===== config.mk =====
export PLATFORM = sky130hd
export DESIGN_NAME = rra_ctrl
export DESIGN_NICKNAME = d
export VERILOG_FILES = /design/src/rtl/core/rra_pkg.sv /design/src/rtl/core/rra_ctrl.sv
export SDC_FILE = /design/constraint.sdc
export NUM_CORES = 1
export LEC_CHECK = 0
export BUFFER_PORTS_ARGS = -buffer_cell sky130_fd_sc_hd__buf_4
export CORE_AREA = 4 4 41 43
export DETAILED_ROUTE_END_ITERATION = 8
export DIE_AREA = 0 0 45 47
export GPL_ROUTABILITY_DRIVEN = 0
export PLACE_DENSITY = 0.3
export SLEW_MARGIN = 10
export SYNTH_ARGS = -nofsm -noshare
export SYNTH_HDL_FRONTEND = slang
export SYNTH_SLANG_ARGS = --single-unit

===== constraint.sdc =====
create_clock -name clk -period 1.2 [get_ports clk]
set_input_delay 0.18 -clock clk [delete_from_list [all_inputs] [get_ports clk]]
set_output_delay 0.18 -clock clk [all_outputs]
set_load 0.1 [all_outputs]

===== src/rtl/core/rra_pkg.sv =====
// Package for the reference-counted register allocator.
// Holds sizes, request and status codes, and the word types. No dependencies.
`default_nettype none
package rra_pkg;

  localparam int NUM_REGS   = 256;
  localparam int COUNT_BITS = 16;
  localparam int IDX_W      = $clog2(NUM_REGS);
  localparam int HW_W       = IDX_W + 1;
  localparam int GRP_SIZE   = 16;
  localparam int GRP_W      = $clog2(GRP_SIZE);
  localparam int NUM_GRPS   = NUM_REGS / GRP_SIZE;
  localparam int NGRP_W     = IDX_W - GRP_W;

  typedef enum logic [1:0] {
    ACT_ALLOC     = 2'd0,
    ACT_ALLOC_ARG = 2'd1,
    ACT_REF       = 2'd2,
    ACT_UNREF     = 2'd3
  } action_t;

  typedef enum logic [1:0] {
    ST_OK    = 2'd0,
    ST_FULL  = 2'd1,
    ST_UNREF = 2'd2,
    ST_SAT   = 2'd3
  } status_t;

  typedef struct packed {
    logic [1:0] action;
    logic [7:0] reg_index;
  } in_word_t;

  typedef struct packed {
    logic [7:0] reg_res;
    logic [1:0] status;
    logic [8:0] used_count;
  } out_word_t;

  typedef struct packed {
    logic cap;
    logic srch;
    logic commit;
  } rra_cmd_t;

endpackage
`default_nettype wire


===== src/rtl/core/rra_ctrl.sv =====
// Controller for the register allocator: request sequencing and handshakes.
// Depends on rra_pkg.
`default_nettype none
module rra_ctrl
  import rra_pkg::*;
(
  input  wire logic clk,
  input  wire logic rst_n,
  input  wire logic in_valid,
  output logic      in_ready,
  output logic      out_valid,
  input  wire logic out_ready,
  output rra_cmd_t  cmd
);

  typedef enum logic [1:0] {
    S_IDLE,
    S_SRCH,
    S_EXEC
  } state_t;

  state_t state_r, state_nxt;
  logic   out_valid_r, out_valid_nxt;

  always_comb begin
    cmd.cap    = (state_r == S_IDLE) && in_valid;
    cmd.srch   = (state_r == S_SRCH);
    cmd.commit = (state_r == S_EXEC) && (!out_valid_r || out_ready);
    state_nxt  = state_r;
    case (state_r)
      S_IDLE: if (in_valid) state_nxt = S_SRCH;
      S_SRCH: state_nxt = S_EXEC;
      S_EXEC: if (cmd.commit) state_nxt = S_IDLE;
      default: state_nxt = S_IDLE;
    endcase
    if (cmd.commit) out_valid_nxt = 1'b1;
    else if (out_ready) out_valid_nxt = 1'b0;
    else out_valid_nxt = out_valid_r;
  end

  always_ff @(posedge clk) begin
    if (!rst_n) begin
      state_r     <= S_IDLE;
      out_valid_r <= 1'b0;
    end else begin
      state_r     <= state_nxt;
      out_valid_r <= out_valid_nxt;
    end
  end

  assign in_ready  = (state_r == S_IDLE);
  assign out_valid = out_valid_r;

endmodule
`default_nettype wire


==> impl_results.html, run 1 <==
<table>
<tr><th>Metric</th><th>Value</th></tr>
<tr><th colspan="2">Cells and area</th></tr>
<tr><td>Ratio of cells with drive above 1 in the final layout</td><td>76.00%</td></tr>
<tr><td>Net count of the finished layout</td><td>30</td></tr>
<tr><td>Commonest non-fill, non-tap cell in the layout</td><td>buf_4</td></tr>
<tr><td>Layout overhead on the synthesized area</td><td>118.8%</td></tr>
<tr><td>Number of fillers in the final layout</td><td>160</td></tr>
<tr><td>Number of antenna repair diodes</td><td>0</td></tr>
<tr><td>Multi-input gate area</td><td>just over 100 sq um</td></tr>
<tr><td>Non-filler instance count after layout</td><td>40</td></tr>
<tr><td>Final Core Density</td><td>about a quarter</td></tr>
<tr><td>Register cell area after layout</td><td>roughly 71 sq um</td></tr>
<tr><td>Highest-count cells in the layout ignoring fill and taps</td><td>buf_4, clkbuf_4, dfxtp_4, buf_12</td></tr>
<tr><th colspan="2">Status</th></tr>
<tr><td>Result of the run</td><td>finished with violations</td></tr>
<tr><td>Violations in the final reports</td><td>setup timing</td></tr>
<tr><th colspan="2">Timing</th></tr>
<tr><td>Final worst-path cycle share</td><td>102.3%</td></tr>
<tr><td>Setup repair after global routing missed its margin</td><td>yes</td></tr>
<tr><td>Setup TNS</td><td>-0.07007 ns</td></tr>
<tr><td>Count of final max-slew check failures</td><td>0</td></tr>
<tr><td>Post-route setup slack</td><td>-0.02720 ns</td></tr>
<tr><td>Final hold vios</td><td>0</td></tr>
<tr><td>Transition time at the pin with the least slew margin</td><td>between 0.2 and 0.3 ns</td></tr>
<tr><td>Final Critical Period</td><td>approximately 1.2 ns</td></tr>
<tr><td>Clock Skew</td><td>between 0.0002 and 0.00025 ns</td></tr>
<tr><td>Tightest slew margin relative to the limit</td><td>between 80 and 90%</td></tr>
<tr><td>Total of endpoints with negative setup slack in the final report</td><td>3</td></tr>
<tr><td>Highest Clock Rate</td><td>about 810 MHz</td></tr>
<tr><th colspan="2">Floorplanning</th></tr>
<tr><td>Starting density of the core</td><td>around 11%</td></tr>
<tr><td>Total core area</td><td>~1300 sq um</td></tr>
<tr><td>Overall die height</td><td>between 40 and 50 microns</td></tr>
<tr><td>Die Outline Area</td><td>between 2000 and 2500 sq um</td></tr>
<tr><td>Number of rows in the core area</td><td>13</td></tr>
<tr><td>DIE WIDTH</td><td>approximately 45 microns</td></tr>
<tr><td>I/O pin cnt</td><td>9</td></tr>
<tr><th colspan="2">Clock tree</th></tr>
<tr><td>Clock tree from TritonCTS</td><td>built</td></tr>
<tr><td>CTS H-tree depth</td><td>1</td></tr>
<tr><td>Count of buffers added by post-CTS timing repair for setup</td><td>0</td></tr>
<tr><td>Number of clock sinks</td><td>3</td></tr>
<tr><td>Skew-Pair Late Insertion Delay</td><td>approximately 0.23 ns</td></tr>
<tr><td>Clock input transition at the sequential cells of the worst setup and hold paths</td><td>around 0.040 ns</td></tr>
<tr><td>Clk root buf</td><td>clkbuf_4</td></tr>
<tr><td>CTS Buf Count</td><td>3</td></tr>
<tr><td>Maximum buffer depth of the clock tree</td><td>2</td></tr>
<tr><td>Cts-stage hold buffer count</td><td>0</td></tr>
<tr><th colspan="2">Setup path</th></tr>
<tr><td>Cell Chain, Critical Path</td><td>nor3b_4 &gt; buf_12</td></tr>
<tr><td>Buffering stage count on the worst path with inverters included</td><td>1</td></tr>
<tr><td>Maximum single-stage delay on the critical path</td><td>0.36 ns</td></tr>
<tr><td>Startpoint type of the worst setup path</td><td>register</td></tr>
<tr><td>Kind of capture point of the worst setup path</td><td>output pin</td></tr>
<tr><td>Biggest fanout along the worst timing path</td><td>5</td></tr>
<tr><td>CP arrival</td><td>~1.1 ns</td></tr>
<tr><td>Max stage delay cell, worst path</td><td>dfxtp_4</td></tr>
<tr><td>Setup Crit Path Kind</td><td>reg2out</td></tr>
<tr><td>Critical path data required time</td><td>~1.0 ns</td></tr>
<tr><td>Family with the most delay on the worst path</td><td>flip-flops</td></tr>
<tr><th colspan="2">Global routing</th></tr>
<tr><td>GRT Overall Usage</td><td>about 5.3%</td></tr>
<tr><td>Largest net degree at the start of global routing</td><td>6</td></tr>
<tr><td>Total congestion overflow after global routing</td><td>0</td></tr>
<tr><td>Antenna violations before repair</td><td>0</td></tr>
<tr><td>First-pass GRT wire length</td><td>around 690 microns</td></tr>
<tr><td>Number of global-route vias before repair</td><td>roughly 170</td></tr>
<tr><th colspan="2">Yosys</th></tr>
<tr><td>Number of storage elements in the synthesis netlist</td><td>3</td></tr>
<tr><td>Number of distinct library cells after synthesis</td><td>11</td></tr>
<tr><td>Avg Inst Size Synth</td><td>around 10 sq um</td></tr>
<tr><td>Net count after synthesis</td><td>18</td></tr>
<tr><td>Post-synthesis cell count</td><td>14</td></tr>
<tr><td>Area contributors post-synth</td><td>dfxtp_1, and4bb_1, nand2b_1</td></tr>
<tr><td>Area of the mapped netlist</td><td>146.4 sq um</td></tr>
<tr><td>Yosys warns</td><td>0</td></tr>
<tr><td>Largest area contributor in the synthesized netlist</td><td>dfxtp_1</td></tr>
<tr><td>Share of the yosys chip area belonging to registers</td><td>41.03%</td></tr>
<tr><td>Fraction of post-synthesis cell area in the top cell type by area</td><td>around two fifths</td></tr>
<tr><th colspan="2">Detailed routing</th></tr>
<tr><td>Via density</td><td>3.600</td></tr>
<tr><td>Count of routing violations after the opening detailed-route iteration</td><td>0</td></tr>
<tr><td>Number of design rule violations left after detail routing</td><td>0</td></tr>
<tr><td>Overall via count from detail_route</td><td>roughly 140</td></tr>
<tr><td>Average wire per cell in the routed design</td><td>10.58 microns</td></tr>
<tr><td>Detail Route Antenna Nets</td><td>0</td></tr>
<tr><td>Final wirelength</td><td>between 400 and 500 microns</td></tr>
<tr><td>Length of the first detailed-routing pass in iterations</td><td>1</td></tr>
<tr><th colspan="2">Pwr</th></tr>
<tr><td>Leakage power summed over all cells</td><td>roughly 0.14 nW</td></tr>
<tr><td>Power per cell area</td><td>approximately 1400 nW/um^2</td></tr>
<tr><td>Total power consumption of the routed design</td><td>0.4346 mW</td></tr>
<tr><td>Maximum resistive drop on vdd</td><td>~0.00058 V</td></tr>
<tr><th colspan="2">Flow run</th></tr>
<tr><td>Number of max-cap violations</td><td>0</td></tr>
<tr><th colspan="2">Worst hold path</th></tr>
<tr><td>Worst hold path class</td><td>in2reg</td></tr>
<tr><th colspan="2">Place</th></tr>
<tr><td>Pre-CTS WS</td><td>between 0.1 and 0.15 ns</td></tr>
<tr><td>Detailed placer's ending HPWL</td><td>about 280 microns</td></tr>
<tr><td>Placed cell count</td><td>36</td></tr>
<tr><td>Number of input and output port buffers inserted</td><td>8</td></tr>
</table>
Yosys cell counts:
master,instances
dfxtp_1,3
nand2b_1,2
a21boi_0,1
and2_1,1
and2b_4,1
and4bb_1,1
buf_4,1
nor2_1,1
nor2b_1,1
nor3b_2,1
o21a_1,1
cell families after synthesis:
logic type | after synthesis | share of synthesized area [%]
buffers and inverters | 1 | 5.130
DFF | 3 | 41.03
and+or+nand+nor | 8 | 43.59
AOI/OAI and AO/OA | 2 | 10.26
worst register-to-register path, cell delays in order, from the launching register on:
cell,delay (ns)
dfxtp_4,0.38
and2b_4,0.21
o21a_1,0.18
per-stage QoR:
step	instance area, sq um	hold slack (ns)
2_1_floorplan	161.4	0.2974
3_3_place_gp	232.7	0.4056
3_5_place_dp	232.7	0.4120
4_1_cts	316.6	0.1664
5_1_grt	320.3	0.1646
6_report	320.3	0.1770
sequential cells by signal, summed over array words and instances (netlist names):
| register | cells |
|---|---|
| out_valid | 1 |
| state_r | 2 |
metal layers:
layer | track usage (%) | routed length [microns] | share of wire (%)
met1 | 5.882 | 196 | 46
met2 | 5.650 | 145 | 34
met3 | 5.747 | 63 | 15
met4 | 3.509 | 17 | 4.0
met5 | 0 | 0 | 0
where the power goes:
part           total [mW]  switching, mW  internal (mW)
clock network       0.178         0.0537          0.125
logic               0.146         0.0927         0.0537
registers           0.110        0.00805          0.102
total               0.435          0.154          0.280
worst paths after layout:
kind	to	startpoint	slack, ns	depth (start not counted)
hold reg to reg	out_valid$_SDFFE_PN0P_	out_valid$_SDFFE_PN0P_	0.55	2
setup reg to reg	state_r[1]$_SDFFE_PN0P_	state_r[1]$_SDFFE_PN0P_	0.32	2
hold / removal	state_r[1]$_SDFFE_PN0P_	rst_n	0.18	2
setup / recovery	cmd[2]	state_r[0]$_SDFFE_PN0P_	-0.03	2
cell type report:
class                           count  area share (%)
Clock buffer                        4           8.203
Multi-Input combinational cell     10           32.03
Sequential cell                     3           22.27
Tap cell                           15           5.859
Timing Repair Buffer                8           31.64
repair_timing:
item                                    in CTS  in global routing
gates resized for setup                     14                  1
endpoints found under the setup margin       3                  4
gates cloned                                 0                  0
endpoints found under the hold margin        0                  0
No activity file was read; power rests on OpenSTA's default activity.
==> run 2, diff against run 1 <==
Settings changed: PLACE_DENSITY 0.3 to unset.
==> impl_results.html, run 2 (same netlist as run 1, synthesis figures left out) <==
<table>
<tr><th>Metric</th><th>Value</th></tr>
<tr><th colspan="2">Worst hold path</th></tr>
<tr><td>Destination of the worst hold path</td><td>state_r[1]$_SDFFE_PN0P_</td></tr>
<tr><td>Worst hold path class</td><td>in2reg</td></tr>
<tr><td>Hold Path Depth</td><td>2 (unchanged)</td></tr>
<tr><td>Startpoint of the tightest hold check path</td><td>rst_n</td></tr>
<tr><th colspan="2">Timing</th></tr>
<tr><td>Tightest slew margin relative to the limit</td><td>81.57% (about the same)</td></tr>
<tr><td>Transition time at the pin with the least slew margin</td><td>0.2788 ns (+0.001141 ns)</td></tr>
<tr><td>Setup repair after global routing missed its margin</td><td>yes</td></tr>
<tr><td>Final worst-path cycle share</td><td>103.4% (+1.1 points)</td></tr>
<tr><td>Count of final max-slew check failures</td><td>0 (unchanged)</td></tr>
<tr><td>Clock Skew</td><td>0.005722 ns (+0.005512 ns)</td></tr>
<tr><td>Final Critical Period</td><td>1.241 ns (+0.01365 ns)</td></tr>
<tr><td>Post-route setup slack</td><td>-0.04085 ns (-0.01365 ns)</td></tr>
<tr><td>Minimum hold slack</td><td>0.1666 ns (-0.01038 ns)</td></tr>
<tr><td>Setup TNS</td><td>-0.1039 ns (-0.03380 ns)</td></tr>
<tr><td>Highest Clock Rate</td><td>805.9 MHz (-1.1%)</td></tr>
<tr><td>Total of endpoints with negative setup slack in the final report</td><td>3 (unchanged)</td></tr>
<tr><td>Final hold vios</td><td>0 (unchanged)</td></tr>
<tr><th colspan="2">Setup path</th></tr>
<tr><td>Family with the most delay on the worst path</td><td>flip-flops</td></tr>
<tr><td>Maximum single-stage delay on the critical path</td><td>0.36 ns (about the same)</td></tr>
<tr><td>Startpoint of the lowest-slack register-to-register path</td><td>state_r[1]$_SDFFE_PN0P_</td></tr>
<tr><td>Worst r2r path cells</td><td>2 (unchanged)</td></tr>
<tr><td>CP arrival</td><td>1.06 ns (about the same)</td></tr>
<tr><td>Startpoint type of the worst setup path</td><td>register</td></tr>
<tr><td>Cell Chain, Critical Path</td><td>nor3b_4 &gt; buf_12</td></tr>
<tr><td>Terminus of the critical flop-to-flop path</td><td>state_r[1]$_SDFFE_PN0P_</td></tr>
<tr><td>Register-to-register setup slack</td><td>0.32 ns (about the same)</td></tr>
<tr><td>Setup Crit Path Kind</td><td>reg2out</td></tr>
<tr><td>Max stage delay cell, worst path</td><td>dfxtp_4</td></tr>
<tr><td>Worst setup startpoint</td><td>state_r[0]$_SDFFE_PN0P_</td></tr>
<tr><td>Critical path data required time</td><td>1.02 ns (about the same)</td></tr>
<tr><td>Buffering stage count on the worst path with inverters included</td><td>1 (unchanged)</td></tr>
<tr><td>Biggest fanout along the worst timing path</td><td>5 (unchanged)</td></tr>
<tr><td>Kind of capture point of the worst setup path</td><td>output pin</td></tr>
<tr><th colspan="2">Cells and area</th></tr>
<tr><td>Number of fillers in the final layout</td><td>149 (-6.9%)</td></tr>
<tr><td>Net count of the finished layout</td><td>30 (unchanged)</td></tr>
<tr><td>Layout overhead on the synthesized area</td><td>116.2%</td></tr>
<tr><td>Largest register FFs</td><td>2 (unchanged)</td></tr>
<tr><td>Top register by number of flip-flops</td><td>state_r</td></tr>
<tr><td>Commonest non-fill, non-tap cell in the layout</td><td>buf_4</td></tr>
<tr><td>Multi-input gate area</td><td>102.6 sq um (unchanged)</td></tr>
<tr><td>Ratio of cells with drive above 1 in the final layout</td><td>76.00% (unchanged)</td></tr>
<tr><td>Highest-count cells in the layout ignoring fill and taps</td><td>buf_4, clkbuf_4, dfxtp_4, buf_12</td></tr>
<tr><td>Number of antenna repair diodes</td><td>0 (unchanged)</td></tr>
<tr><td>Register cell area after layout</td><td>71.32 sq um (unchanged)</td></tr>
<tr><td>Non-filler instance count after layout</td><td>40 (unchanged)</td></tr>
<tr><td>Finished layout cell area</td><td>316.6 sq um (-1.2%)</td></tr>
<tr><th colspan="2">Detailed routing</th></tr>
<tr><td>Average wire per cell in the routed design</td><td>10.08 microns (-4.7%)</td></tr>
<tr><td>Final wirelength</td><td>403 microns (-4.7%)</td></tr>
<tr><td>Overall via count from detail_route</td><td>143 (-0.69%)</td></tr>
<tr><td>Count of routing violations after the opening detailed-route iteration</td><td>1 (+1)</td></tr>
<tr><td>Via density</td><td>3.575 (-0.69%)</td></tr>
<tr><td>Detail Route Antenna Nets</td><td>0 (unchanged)</td></tr>
<tr><td>Number of design rule violations left after detail routing</td><td>0 (unchanged)</td></tr>
<tr><td>Length of the first detailed-routing pass in iterations</td><td>2 (+1)</td></tr>
<tr><th colspan="2">Pwr</th></tr>
<tr><td>Total power consumption of the routed design</td><td>0.4346 mW (about the same)</td></tr>
<tr><td>Power per cell area</td><td>1373 nW/um^2 (+1.2%)</td></tr>
<tr><td>Leakage power summed over all cells</td><td>0.1344 nW (-1.1%)</td></tr>
<tr><td>Maximum resistive drop on vdd</td><td>0.0004593 V (-21%)</td></tr>
<tr><th colspan="2">Global routing</th></tr>
<tr><td>Largest net degree at the start of global routing</td><td>6 (unchanged)</td></tr>
<tr><td>Total congestion overflow after global routing</td><td>0 (unchanged)</td></tr>
<tr><td>Antenna violations before repair</td><td>0 (unchanged)</td></tr>
<tr><td>Number of global-route vias before repair</td><td>158 (-5.4%)</td></tr>
<tr><td>GRT Overall Usage</td><td>5.284% (unchanged)</td></tr>
<tr><td>First-pass GRT wire length</td><td>696 microns (+0.87%)</td></tr>
<tr><th colspan="2">Floorplanning</th></tr>
<tr><td>Total core area</td><td>1301 sq um (unchanged)</td></tr>
<tr><td>Starting density of the core</td><td>11.25% (unchanged)</td></tr>
<tr><td>Die Outline Area</td><td>2115 sq um (unchanged)</td></tr>
<tr><td>DIE WIDTH</td><td>45 microns (unchanged)</td></tr>
<tr><td>Overall die height</td><td>47 microns (unchanged)</td></tr>
<tr><td>I/O pin cnt</td><td>9 (unchanged)</td></tr>
<tr><td>Number of rows in the core area</td><td>13 (unchanged)</td></tr>
<tr><th colspan="2">Status</th></tr>
<tr><td>Violations in the final reports</td><td>setup timing</td></tr>
<tr><td>Result of the run</td><td>finished with violations</td></tr>
<tr><th colspan="2">Clock tree</th></tr>
<tr><td>Clk root buf</td><td>clkbuf_4</td></tr>
<tr><td>Clock input transition at the sequential cells of the worst setup and hold paths</td><td>0.04 ns (about the same)</td></tr>
<tr><td>CTS Buf Count</td><td>3 (unchanged)</td></tr>
<tr><td>CTS H-tree depth</td><td>1 (unchanged)</td></tr>
<tr><td>Skew-Pair Late Insertion Delay</td><td>0.24 ns (about the same)</td></tr>
<tr><td>Maximum buffer depth of the clock tree</td><td>2 (unchanged)</td></tr>
<tr><td>Clock tree from TritonCTS</td><td>built</td></tr>
<tr><td>Count of buffers added by post-CTS timing repair for setup</td><td>0 (unchanged)</td></tr>
<tr><td>Number of clock sinks</td><td>3 (unchanged)</td></tr>
<tr><th colspan="2">Flow run</th></tr>
<tr><td>Number of max-cap violations</td><td>0 (unchanged)</td></tr>
<tr><th colspan="2">Place</th></tr>
<tr><td>Post-DP Area</td><td>232.7 sq um (unchanged)</td></tr>
<tr><td>Number of input and output port buffers inserted</td><td>8 (unchanged)</td></tr>
<tr><td>Placed cell count</td><td>36 (unchanged)</td></tr>
</table>
[run 2: cell types whose count changed in the layout (fill, tap and decap cells not counted)]
cell / change
buf_4: +1
buf_6: -1
[run 2: worst max path at each step]
stage                              end  slack, ns  depth (start not counted)
3_3_place_gp                    cmd[0]       0.11                          3
2_1_floorplan  state_r[0]$_SDFFE_PN0P_      -0.28                          2
4_1_cts                         cmd[2]      -0.05                          2
3_5_place_dp                    cmd[0]       0.12                          3
6_report                        cmd[2]      -0.04                          2
5_1_grt                         cmd[2]      -0.07                          2
[run 2: through the flow]
step	util, %	worst slack (ns)
6_report	24.33	-0.04085
5_1_grt	24.33	-0.07439
3_5_place_dp	17.88	0.1175
4_1_cts	24.33	-0.04939
2_1_floorplan	-	-0.2848
3_3_place_gp	17.88	0.1122
[run 2: power breakdown]
part           total [mW]  switching [mW]  internal (mW)
combinational       0.144          0.0921         0.0517
clock               0.181          0.0557          0.125
sequential          0.110         0.00851          0.102
total               0.435           0.156          0.278
[run 2: per-layer routing]
layer  wire, microns  GRT usage (%)
met1             200          5.204
met2             145          6.497
met3              57          4.598
met4               0          5.263
met5               0              0
[run 2: area by class of cell]
| type | instances | share of cell area, % |
|---|---|---|
| multi-input combinational | 10 | 32.41 |
| timing repair buffer | 8 | 30.83 |
| sequential | 3 | 22.53 |
| clock buffer | 4 | 8.300 |
| tap | 15 | 5.929 |
[run 2: timing repair]
action,CTS,global route
hold buffers,0,0
gates resized for setup,14,0
endpoints found under the setup margin,3,3
[run 2: worst reg2reg max path: cells and delay by family (launching register included)]
family / cells / cell delay [ns]
flip-flops: 1 / 0.39
AND/OR/NAND/NOR: 1 / 0.21
AO/OA/AOI/OAI: 1 / 0.17
